==> src/rtl/tlps_pkg.sv <==
// ----------------------------------------------------------------------------
// tlps_pkg - shared types and constants of the text line segmenter
// Pixel and result item types, classified item flags, default sizes.
// ----------------------------------------------------------------------------
package tlps_pkg;

	localparam int DEF_MAX_COLS  = 4096;
	localparam int DEF_MAX_ROWS  = 4096;
	localparam int DEF_MAX_LINES = 512;

	// queue depths between the parts
	localparam int MID_DEPTH = 4;
	localparam int OUT_DEPTH = 2;

	localparam logic [7:0] OBJECT_CODE_RESET = 8'd1;

	localparam int IDX_W   = 9;
	localparam int COORD_W = 12;

	typedef struct packed {
		logic [7:0] pixel_code;
		logic       end_of_row;
		logic       end_of_image;
	} tlps_pixel_t;

	typedef struct packed {
		logic               line_valid;
		logic [IDX_W-1:0]   line_index;
		logic [COORD_W-1:0] row_start;
		logic [COORD_W-1:0] row_end;
		logic [COORD_W-1:0] col_start;
		logic [COORD_W-1:0] col_end;
		logic               image_done;
		logic               line_overflow;
	} tlps_result_t;

	// classified pixel as passed from front to back
	typedef struct packed {
		logic ink;
		logic eor;
		logic eoi;
	} tlps_cls_t;

endpackage

==> src/rtl/tlps_fifo.sv <==
// ----------------------------------------------------------------------------
// tlps_fifo - small register queue
// Holds up to DEPTH entries in flops; full and empty come from a count.
// ----------------------------------------------------------------------------
module tlps_fifo #(
	parameter int WIDTH = 8,
	parameter int DEPTH = 4
) (
	input  logic             clk,
	input  logic             arst_n,
	input  logic             push,
	input  logic [WIDTH-1:0] wdata,
	output logic             full,
	input  logic             pop,
	output logic [WIDTH-1:0] rdata,
	output logic             empty
);
	localparam int PW = (DEPTH > 1) ? $clog2(DEPTH) : 1;
	localparam int NW = $clog2(DEPTH + 1);

	logic [WIDTH-1:0] mem_q [DEPTH];
	logic [PW-1:0]    wr_q;
	logic [PW-1:0]    rd_q;
	logic [NW-1:0]    cnt_q;
	logic             do_push;
	logic             do_pop;

	assign full    = (cnt_q == NW'(DEPTH));
	assign empty   = (cnt_q == '0);
	assign do_push = push && !full;
	assign do_pop  = pop && !empty;
	assign rdata   = mem_q[rd_q];

	always_ff @(posedge clk) begin
		if (do_push) begin
			mem_q[wr_q] <= wdata;
		end
	end

	always_ff @(posedge clk or negedge arst_n) begin
		if (!arst_n) begin
			wr_q  <= '0;
			rd_q  <= '0;
			cnt_q <= '0;
		end else begin
			if (do_push) begin
				wr_q <= (wr_q == PW'(DEPTH - 1)) ? '0 : wr_q + 1'b1;
			end
			if (do_pop) begin
				rd_q <= (rd_q == PW'(DEPTH - 1)) ? '0 : rd_q + 1'b1;
			end
			if (do_push && !do_pop) begin
				cnt_q <= cnt_q + 1'b1;
			end else if (do_pop && !do_push) begin
				cnt_q <= cnt_q - 1'b1;
			end
		end
	end

	a_cnt_range: assert property (@(posedge clk) disable iff (!arst_n)
		cnt_q <= NW'(DEPTH))
		else $error("queue count beyond depth");
	a_cnt_up: assert property (@(posedge clk) disable iff (!arst_n)
		(do_push && !do_pop) |=> cnt_q == $past(cnt_q) + 1'b1)
		else $error("queue count missed a push");
	a_cnt_down: assert property (@(posedge clk) disable iff (!arst_n)
		(do_pop && !do_push) |=> cnt_q == $past(cnt_q) - 1'b1)
		else $error("queue count missed a pop");

endmodule

==> src/rtl/tlps_front.sv <==
// ----------------------------------------------------------------------------
// tlps_front - pixel intake and classification
// Holds the object code, tags each pixel as ink or not and gives it its column.
// ----------------------------------------------------------------------------
module tlps_front #(
	parameter int MAX_COLS = tlps_pkg::DEF_MAX_COLS,
	localparam int CW      = $clog2(MAX_COLS)
) (
	input  logic                 clk,
	input  logic                 arst_n,
	input  logic                 cfg_we,
	input  logic [7:0]           cfg_wdata,
	input  logic                 in_push,
	input  tlps_pkg::tlps_pixel_t in_pixel,
	input  logic                 q_full,
	output logic                 q_push,
	output tlps_pkg::tlps_cls_t  q_cls,
	output logic [CW-1:0]        q_col
);
	import tlps_pkg::*;

	logic [7:0]    object_code_q;
	logic [CW-1:0] col_q;
	logic          accept;
	logic          row_end;

	assign accept  = in_push && !q_full;
	assign row_end = in_pixel.end_of_row || in_pixel.end_of_image;

	assign q_push    = accept;
	assign q_cls.ink = (in_pixel.pixel_code == object_code_q);
	assign q_cls.eor = in_pixel.end_of_row;
	assign q_cls.eoi = in_pixel.end_of_image;
	assign q_col     = col_q;

	always_ff @(posedge clk or negedge arst_n) begin
		if (!arst_n) begin
			object_code_q <= OBJECT_CODE_RESET;
			col_q         <= '0;
		end else begin
			if (cfg_we) begin
				object_code_q <= cfg_wdata;
			end
			if (accept) begin
				if (row_end) begin
					col_q <= '0;
				end else if (col_q < CW'(MAX_COLS - 1)) begin
					// column saturates on over-long rows
					col_q <= col_q + 1'b1;
				end
			end
		end
	end

endmodule

==> src/rtl/tlps_back.sv <==
// ----------------------------------------------------------------------------
// tlps_back - line tracker
// Follows rows with ink, keeps the open line's extent and forms line records.
// ----------------------------------------------------------------------------
module tlps_back #(
	parameter int MAX_COLS  = tlps_pkg::DEF_MAX_COLS,
	parameter int MAX_ROWS  = tlps_pkg::DEF_MAX_ROWS,
	parameter int MAX_LINES = tlps_pkg::DEF_MAX_LINES,
	localparam int CW       = $clog2(MAX_COLS)
) (
	input  logic                  clk,
	input  logic                  arst_n,
	input  logic                  q_empty,
	input  tlps_pkg::tlps_cls_t   q_cls,
	input  logic [CW-1:0]         q_col,
	output logic                  q_pop,
	input  logic                  r_full,
	output logic                  r_push,
	output tlps_pkg::tlps_result_t r_item
);
	import tlps_pkg::*;

	localparam int RW = $clog2(MAX_ROWS);
	localparam int LW = $clog2(MAX_LINES + 1);

	logic [RW-1:0] row_q;
	logic          has_ink_q;
	logic          inside_q;
	logic [RW-1:0] first_q;
	logic [CW-1:0] min_q;
	logic [CW-1:0] max_q;
	logic [LW-1:0] lines_q;
	logic          ovf_q;

	logic          step;
	logic          row_done;
	logic          inside_n;
	logic [RW-1:0] first_n;
	logic [CW-1:0] min_n;
	logic [CW-1:0] max_n;
	logic          has_ink_n;
	logic          close;
	logic          report;
	logic          ovf_n;
	logic [RW-1:0] re;
	logic [RW-1:0] row_prev;
	logic [31:0]   idx_w;
	logic [31:0]   rs_w;
	logic [31:0]   re_w;
	logic [31:0]   cs_w;
	logic [31:0]   ce_w;

	// results wait in the output queue, so stall when it has no room
	assign step     = !q_empty && !r_full;
	assign q_pop    = step;
	assign row_done = q_cls.eor || q_cls.eoi;

	always_comb begin
		inside_n  = inside_q;
		first_n   = first_q;
		min_n     = min_q;
		max_n     = max_q;
		has_ink_n = has_ink_q;
		if (q_cls.ink) begin
			if (!inside_q) begin
				inside_n = 1'b1;
				first_n  = row_q;
				min_n    = q_col;
				max_n    = q_col;
			end else begin
				if (q_col < min_q) min_n = q_col;
				if (q_col > max_q) max_n = q_col;
			end
			has_ink_n = 1'b1;
		end
	end

	always_comb begin
		row_prev = row_q - 1'b1;
		close    = row_done && inside_n && (!has_ink_n || q_cls.eoi);
		report   = close && (lines_q < LW'(MAX_LINES));
		ovf_n    = ovf_q || (close && !report);
		if (has_ink_n) begin
			re = row_q;
		end else if (row_q == '0 || row_prev < first_n) begin
			// empty row after a saturated row count
			re = first_n;
		end else begin
			re = row_prev;
		end
	end

	always_comb begin
		idx_w = 32'(lines_q);
		rs_w  = 32'(first_n);
		re_w  = 32'(re);
		cs_w  = 32'(min_n);
		ce_w  = 32'(max_n);
		r_push              = step && row_done && (report || q_cls.eoi);
		r_item.line_valid    = report;
		r_item.line_index    = report ? idx_w[IDX_W-1:0] : '0;
		r_item.row_start     = report ? rs_w[COORD_W-1:0] : '0;
		r_item.row_end       = report ? re_w[COORD_W-1:0] : '0;
		r_item.col_start     = report ? cs_w[COORD_W-1:0] : '0;
		r_item.col_end       = report ? ce_w[COORD_W-1:0] : '0;
		r_item.image_done    = q_cls.eoi;
		r_item.line_overflow = ovf_n;
	end

	always_ff @(posedge clk or negedge arst_n) begin
		if (!arst_n) begin
			row_q     <= '0;
			has_ink_q <= 1'b0;
			inside_q  <= 1'b0;
			first_q   <= '0;
			min_q     <= '1;
			max_q     <= '0;
			lines_q   <= '0;
			ovf_q     <= 1'b0;
		end else if (step) begin
			if (!row_done) begin
				inside_q  <= inside_n;
				first_q   <= first_n;
				min_q     <= min_n;
				max_q     <= max_n;
				has_ink_q <= has_ink_n;
			end else if (q_cls.eoi) begin
				// image finished, back to the reset picture
				row_q     <= '0;
				has_ink_q <= 1'b0;
				inside_q  <= 1'b0;
				first_q   <= '0;
				min_q     <= '1;
				max_q     <= '0;
				lines_q   <= '0;
				ovf_q     <= 1'b0;
			end else begin
				has_ink_q <= 1'b0;
				ovf_q     <= ovf_n;
				if (row_q < RW'(MAX_ROWS - 1)) begin
					row_q <= row_q + 1'b1;
				end
				if (close) begin
					inside_q <= 1'b0;
					first_q  <= '0;
					min_q    <= '1;
					max_q    <= '0;
				end else begin
					inside_q <= inside_n;
					first_q  <= first_n;
					min_q    <= min_n;
					max_q    <= max_n;
				end
				if (report) begin
					lines_q <= lines_q + 1'b1;
				end
			end
		end
	end

	a_no_push_full: assert property (@(posedge clk) disable iff (!arst_n)
		!(r_push && r_full))
		else $error("result formed while output queue full");
	a_eoi_clears: assert property (@(posedge clk) disable iff (!arst_n)
		(step && q_cls.eoi) |=> (!inside_q && lines_q == '0 && !ovf_q))
		else $error("line state not cleared after end of image");
	a_extent: assert property (@(posedge clk) disable iff (!arst_n)
		inside_q |-> (min_q <= max_q && first_q <= row_q))
		else $error("open line extent inconsistent");
	a_ovf_full: assert property (@(posedge clk) disable iff (!arst_n)
		ovf_q |-> (lines_q == LW'(MAX_LINES)))
		else $error("overflow flagged before line table full");

endmodule

==> src/rtl/text_line_projection_segmenter.sv <==
// ----------------------------------------------------------------------------
// text_line_projection_segmenter - text line finder by row projection
// Takes a binary document image in raster order and reports each text line.
// ----------------------------------------------------------------------------
// Input channel: one pixel item a cycle on pixel, taken at an edge with push
// high and full low. Mark the last pixel of each row with end_of_row and the
// last pixel of the image with end_of_image (which also ends its row).
// Result channel: while empty is low the oldest line record is on result;
// pop takes it. A record appears when a row without ink closes a line while
// the line table has room, and one always comes with the end-of-image pixel.
// The closing pixel is registered in the intake queue and its record in the
// output queue. Throughput: one pixel per cycle while the output queue has
// room, set by the tracker's combinational compare and min/max update.
// A four-entry queue sits between intake and tracker and a two-entry queue
// holds records; when pop stays low, records collect there, the tracker
// stops and full rises once the intake queue fills. No pixel is dropped.
// Reset clears all line state and both queues and sets object_code to 1;
// cfg_we writes object_code and should be used only while the block is idle.
// ----------------------------------------------------------------------------
module text_line_projection_segmenter #(
	parameter int MAX_COLS  = tlps_pkg::DEF_MAX_COLS,
	parameter int MAX_ROWS  = tlps_pkg::DEF_MAX_ROWS,
	parameter int MAX_LINES = tlps_pkg::DEF_MAX_LINES
) (
	input  logic                   clk,
	input  logic                   arst_n,
	input  logic                   cfg_we,
	input  logic [7:0]             cfg_wdata,
	input  logic                   push,
	input  tlps_pkg::tlps_pixel_t  pixel,
	output logic                   full,
	output logic                   empty,
	input  logic                   pop,
	output tlps_pkg::tlps_result_t result
);
	import tlps_pkg::*;

	localparam int CW   = $clog2(MAX_COLS);
	localparam int MIDW = $bits(tlps_cls_t) + CW;
	localparam int OUTW = $bits(tlps_result_t);

	logic          mid_push;
	tlps_cls_t     front_cls;
	logic [CW-1:0] front_col;
	logic          mid_full;
	logic          mid_empty;
	logic          mid_pop;
	logic [MIDW-1:0] mid_rdata;
	tlps_cls_t     back_cls;
	logic [CW-1:0] back_col;
	logic          res_push;
	tlps_result_t  res_item;
	logic          res_full;
	logic [OUTW-1:0] res_rdata;

	assign full = mid_full;

	tlps_front #(
		.MAX_COLS (MAX_COLS)
	) u_front (
		.clk       (clk),
		.arst_n    (arst_n),
		.cfg_we    (cfg_we),
		.cfg_wdata (cfg_wdata),
		.in_push   (push),
		.in_pixel  (pixel),
		.q_full    (mid_full),
		.q_push    (mid_push),
		.q_cls     (front_cls),
		.q_col     (front_col)
	);

	tlps_fifo #(
		.WIDTH (MIDW),
		.DEPTH (MID_DEPTH)
	) u_mid_q (
		.clk    (clk),
		.arst_n (arst_n),
		.push   (mid_push),
		.wdata  ({front_cls, front_col}),
		.full   (mid_full),
		.pop    (mid_pop),
		.rdata  (mid_rdata),
		.empty  (mid_empty)
	);

	assign back_cls = tlps_cls_t'(mid_rdata[MIDW-1:CW]);
	assign back_col = mid_rdata[CW-1:0];

	tlps_back #(
		.MAX_COLS  (MAX_COLS),
		.MAX_ROWS  (MAX_ROWS),
		.MAX_LINES (MAX_LINES)
	) u_back (
		.clk     (clk),
		.arst_n  (arst_n),
		.q_empty (mid_empty),
		.q_cls   (back_cls),
		.q_col   (back_col),
		.q_pop   (mid_pop),
		.r_full  (res_full),
		.r_push  (res_push),
		.r_item  (res_item)
	);

	tlps_fifo #(
		.WIDTH (OUTW),
		.DEPTH (OUT_DEPTH)
	) u_out_q (
		.clk    (clk),
		.arst_n (arst_n),
		.push   (res_push),
		.wdata  (res_item),
		.full   (res_full),
		.pop    (pop),
		.rdata  (res_rdata),
		.empty  (empty)
	);

	assign result = tlps_result_t'(res_rdata);

endmodule
==> config.mk <==
export PLATFORM = sky130hd
export DESIGN_NAME = text_line_projection_segmenter
export DESIGN_NICKNAME = d
export VERILOG_FILES = /design/src/rtl/tlps_pkg.sv /design/src/rtl/tlps_fifo.sv /design/src/rtl/tlps_front.sv /design/src/rtl/tlps_back.sv /design/src/rtl/text_line_projection_segmenter.sv
export SDC_FILE = /design/constraint.sdc
export NUM_CORES = 1
export LEC_CHECK = 0
export BUFFER_PORTS_ARGS = -buffer_cell sky130_fd_sc_hd__buf_4
export CORE_MARGIN = 1
export CORE_UTILIZATION = 55
export DETAILED_ROUTE_END_ITERATION = 12
export PLACE_DENSITY = 0.82
export SLEW_MARGIN = 20
export SYNTH_ARGS = -nofsm -noshare
export SYNTH_HDL_FRONTEND = slang
export SYNTH_SLANG_ARGS = --single-unit
==> constraint.sdc <==
create_clock -name clk -period 6.2 [get_ports clk]
set_input_delay 0.31 -clock clk [delete_from_list [all_inputs] [get_ports clk]]
set_output_delay 0.31 -clock clk [all_outputs]
set_load 0.02 [all_outputs]
==> results of run 1 <==
logic make-up (layout without fill, tap and decap cells):
family	Yosys count	after routing	share of synthesized area, %
XOR/XNOR	46	46	3.12
AND/OR/NAND/NOR	270	270	10.5
flip-flops	272	272	59.7
buffers and inverters	96	197	3.20
AO/OA/AOI/OAI	165	165	8.44
multiplexers	107	107	10.4
adder cells (fa/ha/maj)	47	47	4.61
worst reg2reg max path: stages (launching register included):
cell and delay [ns]:
dfrtp_1 0.81, mux4_2 0.51, nor2b_1 0.71, mux2i_1 0.27, ha_1 0.34, nand2_1 0.08, or4_1 0.59, o21ai_0 0.36
o31a_2 0.45, nor4_1 0.08, or3_1 0.42
power by group:
part           leakage, uW  internal (uW)  total, uW  switching (uW)
clock network     0.000417            911       1610             698
registers          0.00286           2750       3010             255
logic              0.00240           1510       4090            2580
total              0.00568           5180       8710            3530
cell type report:
cell class                      instances  area [sq um]
Inverter                               41           154
Tap cell                              313           392
Clock buffer                           36           761
Clock inverter                         16           130
Fill cell                            1689          8060
Timing Repair Buffer                  104           826
Sequential cell                       272          7720
Multi-Input combinational cell        635          4800
cell usage in the layout, fill, tap and decap left out, types with 14 or more instances in the layout:
master	instances
edfxtp_1	180
buf_4	93
nor2_1	80
dfrtp_1	78
mux2_2	70
nand2_1	53
o21ai_0	50
ha_1	46
inv_1	40
nand3_1	37
a21oi_1	34
xor2_1	28
clkbuf_16	28
nand4_1	23
mux2i_1	22
xnor2_1	18
mux4_2	15
and2_1	15
o22a_1	14
worst min-delay path by stage:
stage | startpoint | end | cells past startpoint
final | cfg_wdata[3] | u_front.object_code_q[3] | 2
after global routing | cfg_wdata[3] | u_front.object_code_q[3] | 2
after CTS | cfg_wdata[3] | u_front.object_code_q[3] | 2
after detailed placement | arst_n | u_front.object_code_q[1] | 1
after global placement | arst_n | u_front.object_code_q[2] | 1
after floorplan | arst_n | u_back.first_q[0] | 0
what timing repair did:
| action | 4_1_cts | 5_1_grt |
|---|---|---|
| setup endpoints to repair | 0 | 0 |
| endpoints found under the hold margin | 42 | 0 |
| hold buffers | 10 | 0 |
through the flow:
step           power (uW)  hold slack (ns)  cells
5_1_grt              9170           0.0144   1417
3_5_place_dp         7040            0.266   1354
4_1_cts              8680          0.00172   1416
2_1_floorplan        5830           0.0144   1003
3_3_place_gp         6910            0.262   1354
6_report             8710           0.0158   1417
state kept, by name, summed over array words and instances (netlist names), 2 cells and up:
name / count
u_back.first_q: 12
u_back.lines_q: 10
u_back.min_q: 12
u_mid_q.cnt_q: 3
u_out_q.cnt_q: 2
u_mid_q.mem_q: 60
u_front.q_col: 12
u_back.max_q: 12
u_mid_q.rd_q: 2
u_mid_q.wr_q: 2
u_front.object_code_q: 8
u_out_q.mem_q: 120
u_back.row_q: 12
layer usage:
metal	track usage (%)	part of all wire [%]	vias up
met2	37.7	48	370
met3	4.04	7.2	49
met1	32.0	43	4159
met4	7.47	2.4	0
li1	-	-	3905
met5	0	0	-
==> flow_summary.yaml, run 1 <==
status:
  status: "completed"
route:
  drtAntennaViolNets: 0
  vias: 8483
  post_drt_wl_per_cell_um: 19.5
  drc_errors: 0
  routed_wl_um: 27700
  dr.pass1.iters: 5
  vias_per_cell: 5.99
  drt-initial-drc-count: 691
timing:
  setup_ws_ns: 1.34
  drv_slew: 0
  fmax_ghz: 0.206
  min_period_over_period_pct: 78.3
  slew_headroom_pct: 26.1
  fin_crit_ns: 4.86
  rsz0062_at_grt: "false"
  setup_tns_ns: 0
  hold_viol: 0
  finClkSkew_ns: 0.0281
  setup_viol: 0
  tightest_slew_ns: 1.10
grt:
  grt-ovfl-total: 0
  antenna_found_initial: 0
  first_global_vias: 8452
  grt_max_degree: 66
  grt_usage_pct: 23.2
  grt_pass1_wl_um: 44000
final_layout:
  stdcell_area_sq_mm: 0.0148
  antenna_cells: 0
  drive_above_1_share_pct: 22.3
  nets: 1152
  final_core_util_pct: 64.7
  area_growth_pct: 14.4
synth:
  yosys-top-cells-count: "180 x edfxtp_1, 81 x nor2_1, 79 x dfrtp_1, 70 x mux2_2, 53 x nand2_1"
  synth.most_common_cell: "edfxtp_1"
  synth-async-reset-ratio_pct: 33.8
  synth-edff-count: 180
  yosys.area.top_type_share_pct: 41.8
  synth_top_area_cell: "edfxtp_1"
  synth_cell_type_count: 62
  syn_area_sq_mm: 0.0129
  ys_seq_area_share_pct: 59.7
  synth_area_leaders: "edfxtp_1 42%, dfrtp_1 15%, mux2_2 6.1%, ha_1 4.5%, dfstp_2 2.6%"
  synth_warnings: 0
  synth.net_count: 1073
  synth-seq-cells: 272
  synth_ff_type: "edfxtp_1"
  syn_area_per_cell_sq_um: 12.9
  syn_inst: 1003
placed_design:
  post_dp_cell_area_sq_mm: 0.0138
  pre_cts_slack_ns: 1.43
  place_congestion: 0.912
  hpwlAfterDp_um: 18000
  numPortBuffers: 84
setup_path:
  cp-start-kind: "flip-flop"
  critPathSlowestCell: "dfrtp_1"
  path_depth: 10
  required_ns: 6.50
  critPathKind: "reg2reg"
  r2r_start: "u_mid_q.rd_q[1]"
  cp-end-kind: "flip-flop"
  r2r_slack_ns: 1.34
  path_buf_inv: 0
  r2r-end: "u_out_q.mem_q[1][27]"
  worst-path-max-fanout: 18
  reg2reg_depth: 10
  worstSetupStartpoint: "u_mid_q.rd_q[1]"
  worstPathArrival_ns: 5.16
  critPathCapture: "u_out_q.mem_q[1][27]"
  cp_slowest_stage_delay_ns: 0.81
  path_delay_family: "simple AND/OR/NAND/NOR gates"
  crit_path_cell_trace: "mux4_2, nor2b_1, mux2i_1, ha_1, nand2_1, or4_1, o21ai_0, o31a_2, nor4_1, or3_1"
power_and_ir_drop:
  p_leak_uw: 0.00568
  p_per_area_mw_per_mm2: 589
  ir_drop_mv: 0.316
clocking:
  post-cts-setup-buffers: 0
  cts_root_buf: "clkbuf_16"
  clk_pin_slew_ns: 0.06
  clk_latency_ns: 0.56
  htreeDepth: 1
  tritoncts: "done"
  cts_buffer_depth: 3
  numCtsBuffers: 28
  numClockSinks: 272
  cts_resized: 0
min_path:
  min_path_type: "in2reg"
job:
  max_cap_violations: 0
die:
  dieArea_sq_mm: 0.0241
  start_util_pct: 56.6
  die_y_um: 155
  io_pins: 85
  row_count: 55
  core_sq_mm: 0.0228
  die_w_um: 155
Note: power is estimated with default switching activity, not from simulation.
==> inputs of run 2 (changes only) <==
--- a/config.mk
+++ b/config.mk
@@ -9,7 +9,7 @@
 export CORE_MARGIN = 1
 export CORE_UTILIZATION = 55
 export DETAILED_ROUTE_END_ITERATION = 12
-export PLACE_DENSITY = 0.82
+export PLACE_DENSITY = 0.85
 export SLEW_MARGIN = 20
 export SYNTH_ARGS = -nofsm -noshare
 export SYNTH_HDL_FRONTEND = slang
==> constraint.sdc (replaced) <==
create_clock -name clk -period 4 [get_ports clk]
set_input_delay 0.2 -clock clk [delete_from_list [all_inputs] [get_ports clk]]
set_output_delay 0.2 -clock clk [all_outputs]
set_load 0.02 [all_outputs]
==> run 2 against run 1 <==
Hold slack got worse by 0.0063 ns. Critical path type unchanged. Power is 57% higher. Maximum frequency increased by 27%. Non-clock buffer count grew 43. Highest routed layer unchanged. Largest cell class unchanged. Core utilization is 1.5 points higher. Cell area rose by 2.3%. Clock power increased by 53%. First-iteration DRC count increased by 15%.
==> flow_summary.yaml, run 2 (same netlist as run 1, synthesis figures left out) <==
status:
  status: "completed"
setup_path:
  required_ns: 4.35
  path_buf_inv: 1
  path_delay_family: "compound AO/OA/AOI/OAI gates"
  crit_path_cell_trace: "mux4_2, nand2b_2, mux2i_1, ha_1, a211oi_1, nor2_1, o31a_1, o31a_2, buf_4, or4_1, o211ai_1"
  worstPathArrival_ns: 4.18
  worst-path-max-fanout: 12
  cp-start-kind: "flip-flop"
  cp-end-kind: "flip-flop"
  critPathSlowestCell: "mux4_2"
  cp_slowest_stage_delay_ns: 0.55
  worstSetupStartpoint: "u_mid_q.rd_q[0]"
  r2r_start: "u_mid_q.rd_q[0]"
  critPathKind: "reg2reg"
final_layout:
  largest_reg_flops: 120
  drive_above_1_share_pct: 24.9
  nets: 1194
  final_core_util_pct: 66.2
  top_regs: "u_out_q.mem_q x120, u_mid_q.mem_q x60"
  multiInputGateArea_sq_mm: 0.00482
  final_cell_mix: "180 x edfxtp_1, 127 x buf_4, 80 x nor2_1, 78 x dfrtp_1, 70 x mux2_2"
  antenna_cells: 0
  fill_cells: 1667
  stdcell_area_sq_mm: 0.0151
  max_flop_register: "u_out_q.mem_q"
  mostFrequentLayoutCell: "edfxtp_1"
  area_growth_pct: 17.0
  regArea_sq_mm: 0.00772
die:
  row_count: 55
  io_pins: 85
  die_y_um: 155
  start_util_pct: 56.6
  core_sq_mm: 0.0228
  die_w_um: 155
  dieArea_sq_mm: 0.0241
power_and_ir_drop:
  seqPwrFrac_pct: 33.9
  p_clk_share_pct: 18.1
  comb_power_share_pct: 48.0
  p_per_area_mw_per_mm2: 901
  p_leak_uw: 0.00588
  ir_drop_mv: 0.427
  power.switching_uw: 5450
  swShare_pct: 40.0
  p_int_uw: 8180
timing:
  drv_slew: 0
  tightest_slew_ns: 1.06
  rsz0062_at_grt: "false"
  hold_viol: 0
  fin_crit_ns: 3.83
  finClkSkew_ns: 0.0148
  min_period_over_period_pct: 95.6
  fmax_ghz: 0.261
  hold_ws_ns: 0.00954
  setup_viol: 0
  setup_tns_ns: 0
  slew_headroom_pct: 29.0
route:
  drt-initial-drc-count: 795
  post_drt_wl_per_cell_um: 19.4
  dr.pass1.iters: 5
  drc_errors: 0
  vias: 8664
  routed_wl_um: 28300
  vias_per_cell: 5.94
  drtAntennaViolNets: 0
placed_design:
  hpwlAfterDp_um: 19100
  post_dp_cell_area_sq_mm: 0.0140
  numPortBuffers: 84
  place_congestion: 0.918
grt:
  antenna_found_initial: 0
  grt_usage_pct: 23.9
  grt_max_degree: 61
  first_global_vias: 8631
  grt-ovfl-total: 0
  grt_pass1_wl_um: 45200
clocking:
  cts_buffer_depth: 3
  cts_root_buf: "clkbuf_16"
  post-cts-setup-buffers: 0
  clk_latency_ns: 0.55
  numClockSinks: 272
  tritoncts: "done"
  numCtsBuffers: 27
  clk_pin_slew_ns: 0.06
  htreeDepth: 1
min_path:
  min_path_type: "in2reg"
  min_from: "cfg_we"
job:
  max_cap_violations: 0
## run 2: cell types whose count changed in the layout (fill, tap and decap cells not counted), moves of 2 or more
| cell | before | now |
|---|---|---|
| buf_4 | 93 | 127 |
| clkbuf_1 | 5 | 7 |
| clkbuf_8 | 3 | 1 |
| clkinv_1 | 5 | 1 |
| clkinv_2 | 3 | 6 |
| dlygate4sd3_1 | 10 | 19 |
| nor2b_1 | 4 | 2 |
| nor2b_2 | 0 | 2 |
## run 2: timing repair
action | in CTS | in global routing
endpoints found under the setup margin | 4 | 24
hold endpoints to repair | 60 | 0
hold buffers | 19 | 0
gates resized for setup | 1 | 5
## run 2: power by group through the flow
stage          clock (uW)  sequential (uW)  combinational (uW)
2_1_floorplan           0             4550                4470
3_3_place_gp            0             4590                6240
3_5_place_dp            0             4670                6400
4_1_cts              2510             4620                6490
5_1_grt              2620             4700                7070
6_report             2470             4620                6540
## run 2: area by class of cell
cell class,count,area share [%]
clock buffer,35,4.73
clock inverter,15,1.03
inverter,41,1.02
multi-input combinational,635,31.9
sequential,272,51.1
tap,313,2.59
timing repair buffer,147,7.69
## run 2: final timing paths
kind	endpoint	slack, ns	cells after the start
setup / recovery	u_out_q.mem_q[0][36]	0.17	11
hold / removal	u_front.object_code_q[7]	0.01	2
setup reg to reg	u_out_q.mem_q[0][36]	0.17	11
hold reg to reg	u_out_q.rd_q	0.47	1
max in group asynchronous	u_back.lines_q[5]	2.72	3
min in group asynchronous	u_front.object_code_q[3]	0.27	2
## run 2: metrics by stage
step                      instances  worst slack [ns]  total power (uW)
after floorplan                1003             0.180              9030
after global placement         1389             0.220             10800
after detailed placement       1389            0.0197             11100
after CTS                      1458            0.0894             13600
after global routing           1458            0.0119             14400
final                          1458             0.175             13600
## run 2: metal layers
layer  wire [um]  vias to the layer above  part of all wire, %  GRT usage [%]
met2       13600                      369                   48           39.1
li1            -                     3992                    -              -
met1       12400                     4251                   44           33.7
met5           0                        -                    0              0
met3        1900                       52                  6.7           3.23
met4         520                        0                  1.8           6.30
==> inputs of run 3 (changes only) <==
--- a/config.mk
+++ b/config.mk
@@ -9,7 +9,8 @@
 export CORE_MARGIN = 1
 export CORE_UTILIZATION = 55
 export DETAILED_ROUTE_END_ITERATION = 12
-export PLACE_DENSITY = 0.85
+export PLACE_DENSITY = 0.82
+export RECOVER_POWER = 100
 export SLEW_MARGIN = 20
 export SYNTH_ARGS = -nofsm -noshare
 export SYNTH_HDL_FRONTEND = slang
==> constraint.sdc (replaced) <==
create_clock -name clk -period 4.95 [get_ports clk]
set_input_delay 0.2475 -clock clk [delete_from_list [all_inputs] [get_ports clk]]
set_output_delay 0.2475 -clock clk [all_outputs]
set_load 0.02 [all_outputs]
==> run 3 against run 2 <==
The flow now finishes with violations (max-capacitance violations, max-slew violations). Combinational power decreased by 26%. Clock power fell by 7%. Critical path depth shrank 4. Clock skew grew 0.0057 ns. Power down 20%. Routed wire length increased by 1.8%. Die area unchanged. Register-to-register slack better by 0.27 ns. Non-clock buffer count is 33 lower. Hold slack better by 0.039 ns. Core utilization fell by 1.9 points. Largest cell class unchanged. Largest power group unchanged.
==> flow_summary.yaml, run 3 (same netlist as run 1, synthesis figures left out) <==
status:
  status: "finished, violations left"
  violations: "max-capacitance violations, max-slew violations"
route:
  drc_errors: 0
  wl_met2_um: 13800
  post_drt_wl_per_cell_um: 20.2
  vias_per_cell: 6.06
  drt-initial-drc-count: 814
  m1WireLength_um: 12200
  wl_met3_um: 2120
  drtAntennaViolNets: 0
  highest_layer: "met4"
  vias: 8644
  dr.pass1.iters: 8
  routed_wl_um: 28800
power_and_ir_drop:
  p_int_uw: 6490
  power.switching_uw: 4410
  comb_power_share_pct: 44.2
  seqPwrFrac_pct: 34.9
  p_clk_share_pct: 20.9
  p_leak_uw: 0.00554
  p_per_area_mw_per_mm2: 742
  swShare_pct: 40.5
  ir_drop_mv: 0.465
timing:
  fmax_ghz: 0.222
  setup_ws_ns: 0.445
  drv_slew: 214
  setup_viol: 0
  tightest_slew_ns: 2.63
  fin_crit_ns: 4.51
  slew_headroom_pct: -75.2
  finClkSkew_ns: 0.0205
  rsz0062_at_grt: "false"
  hold_viol: 0
  min_period_over_period_pct: 91.0
  setup_tns_ns: 0
die:
  die_y_um: 155
  start_util_pct: 56.6
  row_count: 55
  dieArea_sq_mm: 0.0241
  die_w_um: 155
  core_sq_mm: 0.0228
  io_pins: 85
setup_path:
  path_buf_inv: 3
  required_ns: 5.24
  reg2reg_depth: 7
  r2r_start: "u_mid_q.rd_q[0]"
  r2r_slack_ns: 0.44
  r2r-end: "u_out_q.mem_q[1][27]"
  cp_slowest_stage_delay_ns: 1.79
  cp-end-kind: "flip-flop"
  path_delay_family: "buffers and inverters"
  critPathSlowestCell: "clkbuf_1"
  cp-start-kind: "flip-flop"
  worst-path-max-fanout: 54
  worstPathArrival_ns: 4.79
  crit_path_cell_trace: "buf_4, mux4_2, inv_1, a211o_1, clkbuf_1, nor4_1, or3_1"
  critPathKind: "reg2reg"
min_path:
  worstHoldPathCells: 2
  hold_end: "u_front.object_code_q[7]"
  min_path_type: "in2reg"
  min_from: "cfg_we"
final_layout:
  stdcell_area_sq_mm: 0.0147
  max_flop_register: "u_out_q.mem_q"
  area_growth_pct: 13.8
  drive_above_1_share_pct: 16.2
  nets: 1162
  top_regs: "u_out_q.mem_q x120, u_mid_q.mem_q x60"
  antenna_cells: 0
  mostFrequentLayoutCell: "edfxtp_1"
  largest_reg_flops: 120
  final_cell_mix: "180 x edfxtp_1, 81 x nor2_1, 79 x dfrtp_1, 67 x clkbuf_1, 64 x mux2_2"
clocking:
  cts_buffer_depth: 3
  htreeDepth: 1
  cts_resized: 0
  cts_root_buf: "clkbuf_16"
  numCtsBuffers: 28
  clk_latency_ns: 0.55
  clk_pin_slew_ns: 0.07
  post-cts-setup-buffers: 0
  numClockSinks: 272
  tritoncts: "done"
placed_design:
  post_dp_cell_area_sq_mm: 0.0138
  pre_cts_slack_ns: 0.516
  place_congestion: 0.945
  numPortBuffers: 84
  hpwlAfterDp_um: 18700
grt:
  antenna_found_initial: 0
  grt_max_degree: 55
  grt-ovfl-total: 0
  grt_usage_pct: 24.5
  grt_pass1_wl_um: 46100
  first_global_vias: 8685
job:
  max_cap_violations: 6
run 3: changes by cell type in the layout (fill, tap and decap cells not counted), sizes merged, moves of 3 or more:
cell | previous run | this run
dlygate4sd3 | 19 | 11
buf | 128 | 38
clkbuf | 35 | 99
clkinvlp | 5 | 2
bufinv | 2 | 6
run 3: per-stage QoR:
stage / cells / hold slack, ns / total power, uW / util (%)
6_report: 1427 / 0.0490 / 10900 / 64.4
4_1_cts: 1427 / 0.0305 / 11200 / 65.5
3_3_place_gp: 1364 / 0.314 / 8660 / 60.6
5_1_grt: 1427 / 0.0547 / 11500 / 64.4
3_5_place_dp: 1364 / 0.320 / 8820 / 60.6
2_1_floorplan: 1003 / -0.0481 / 7300 / -
run 3: routing by layer:
| metal | track usage [%] | vias to the layer above |
|---|---|---|
| li1 | - | 3935 |
| met1 | 33.4 | 4275 |
| met2 | 40.4 | 382 |
| met3 | 4.23 | 52 |
| met4 | 7.10 | 0 |
| met5 | 0 | - |
run 3: timing repair:
| item | CTS | global route |
|---|---|---|
| setup endpoints to repair | 0 | 0 |
| hold buffers | 11 | 0 |
| hold endpoints to repair | 58 | 0 |
run 3: worst max-delay path by stage:
stage	startpoint	endpoint	slack [ns]	cells past startpoint
final	u_mid_q.rd_q[0]	u_out_q.mem_q[1][27]	0.44	7
after global routing	u_mid_q.rd_q[0]	u_out_q.mem_q[0][27]	0.11	7
after CTS	u_mid_q.rd_q[0]	u_out_q.mem_q[1][27]	0.52	11
after detailed placement	u_mid_q.rd_q[0]	u_out_q.mem_q[1][27]	0.52	11
after global placement	u_mid_q.rd_q[0]	u_out_q.mem_q[0][27]	0.60	11
after floorplan	u_mid_q.rd_q[0]	u_out_q.mem_q[0][0]	0.39	7
run 3: area by class of cell:
class,instances,area [sq um]
sequential,272,7720
timing repair buffer,114,644
clock inverter,18,254
clock buffer,34,754
tap,313,392
multi-input combinational,635,4790
inverter,41,154
fill,1680,8140
run 3: power by group through the flow:
stage | clock network (uW) | registers, uW | logic [uW]
after floorplan | 0 | 3690 | 3610
after global placement | 0 | 3760 | 4900
after detailed placement | 0 | 3820 | 5000
after CTS | 2310 | 3790 | 5070
after global routing | 2400 | 3880 | 5230
final | 2290 | 3800 | 4820
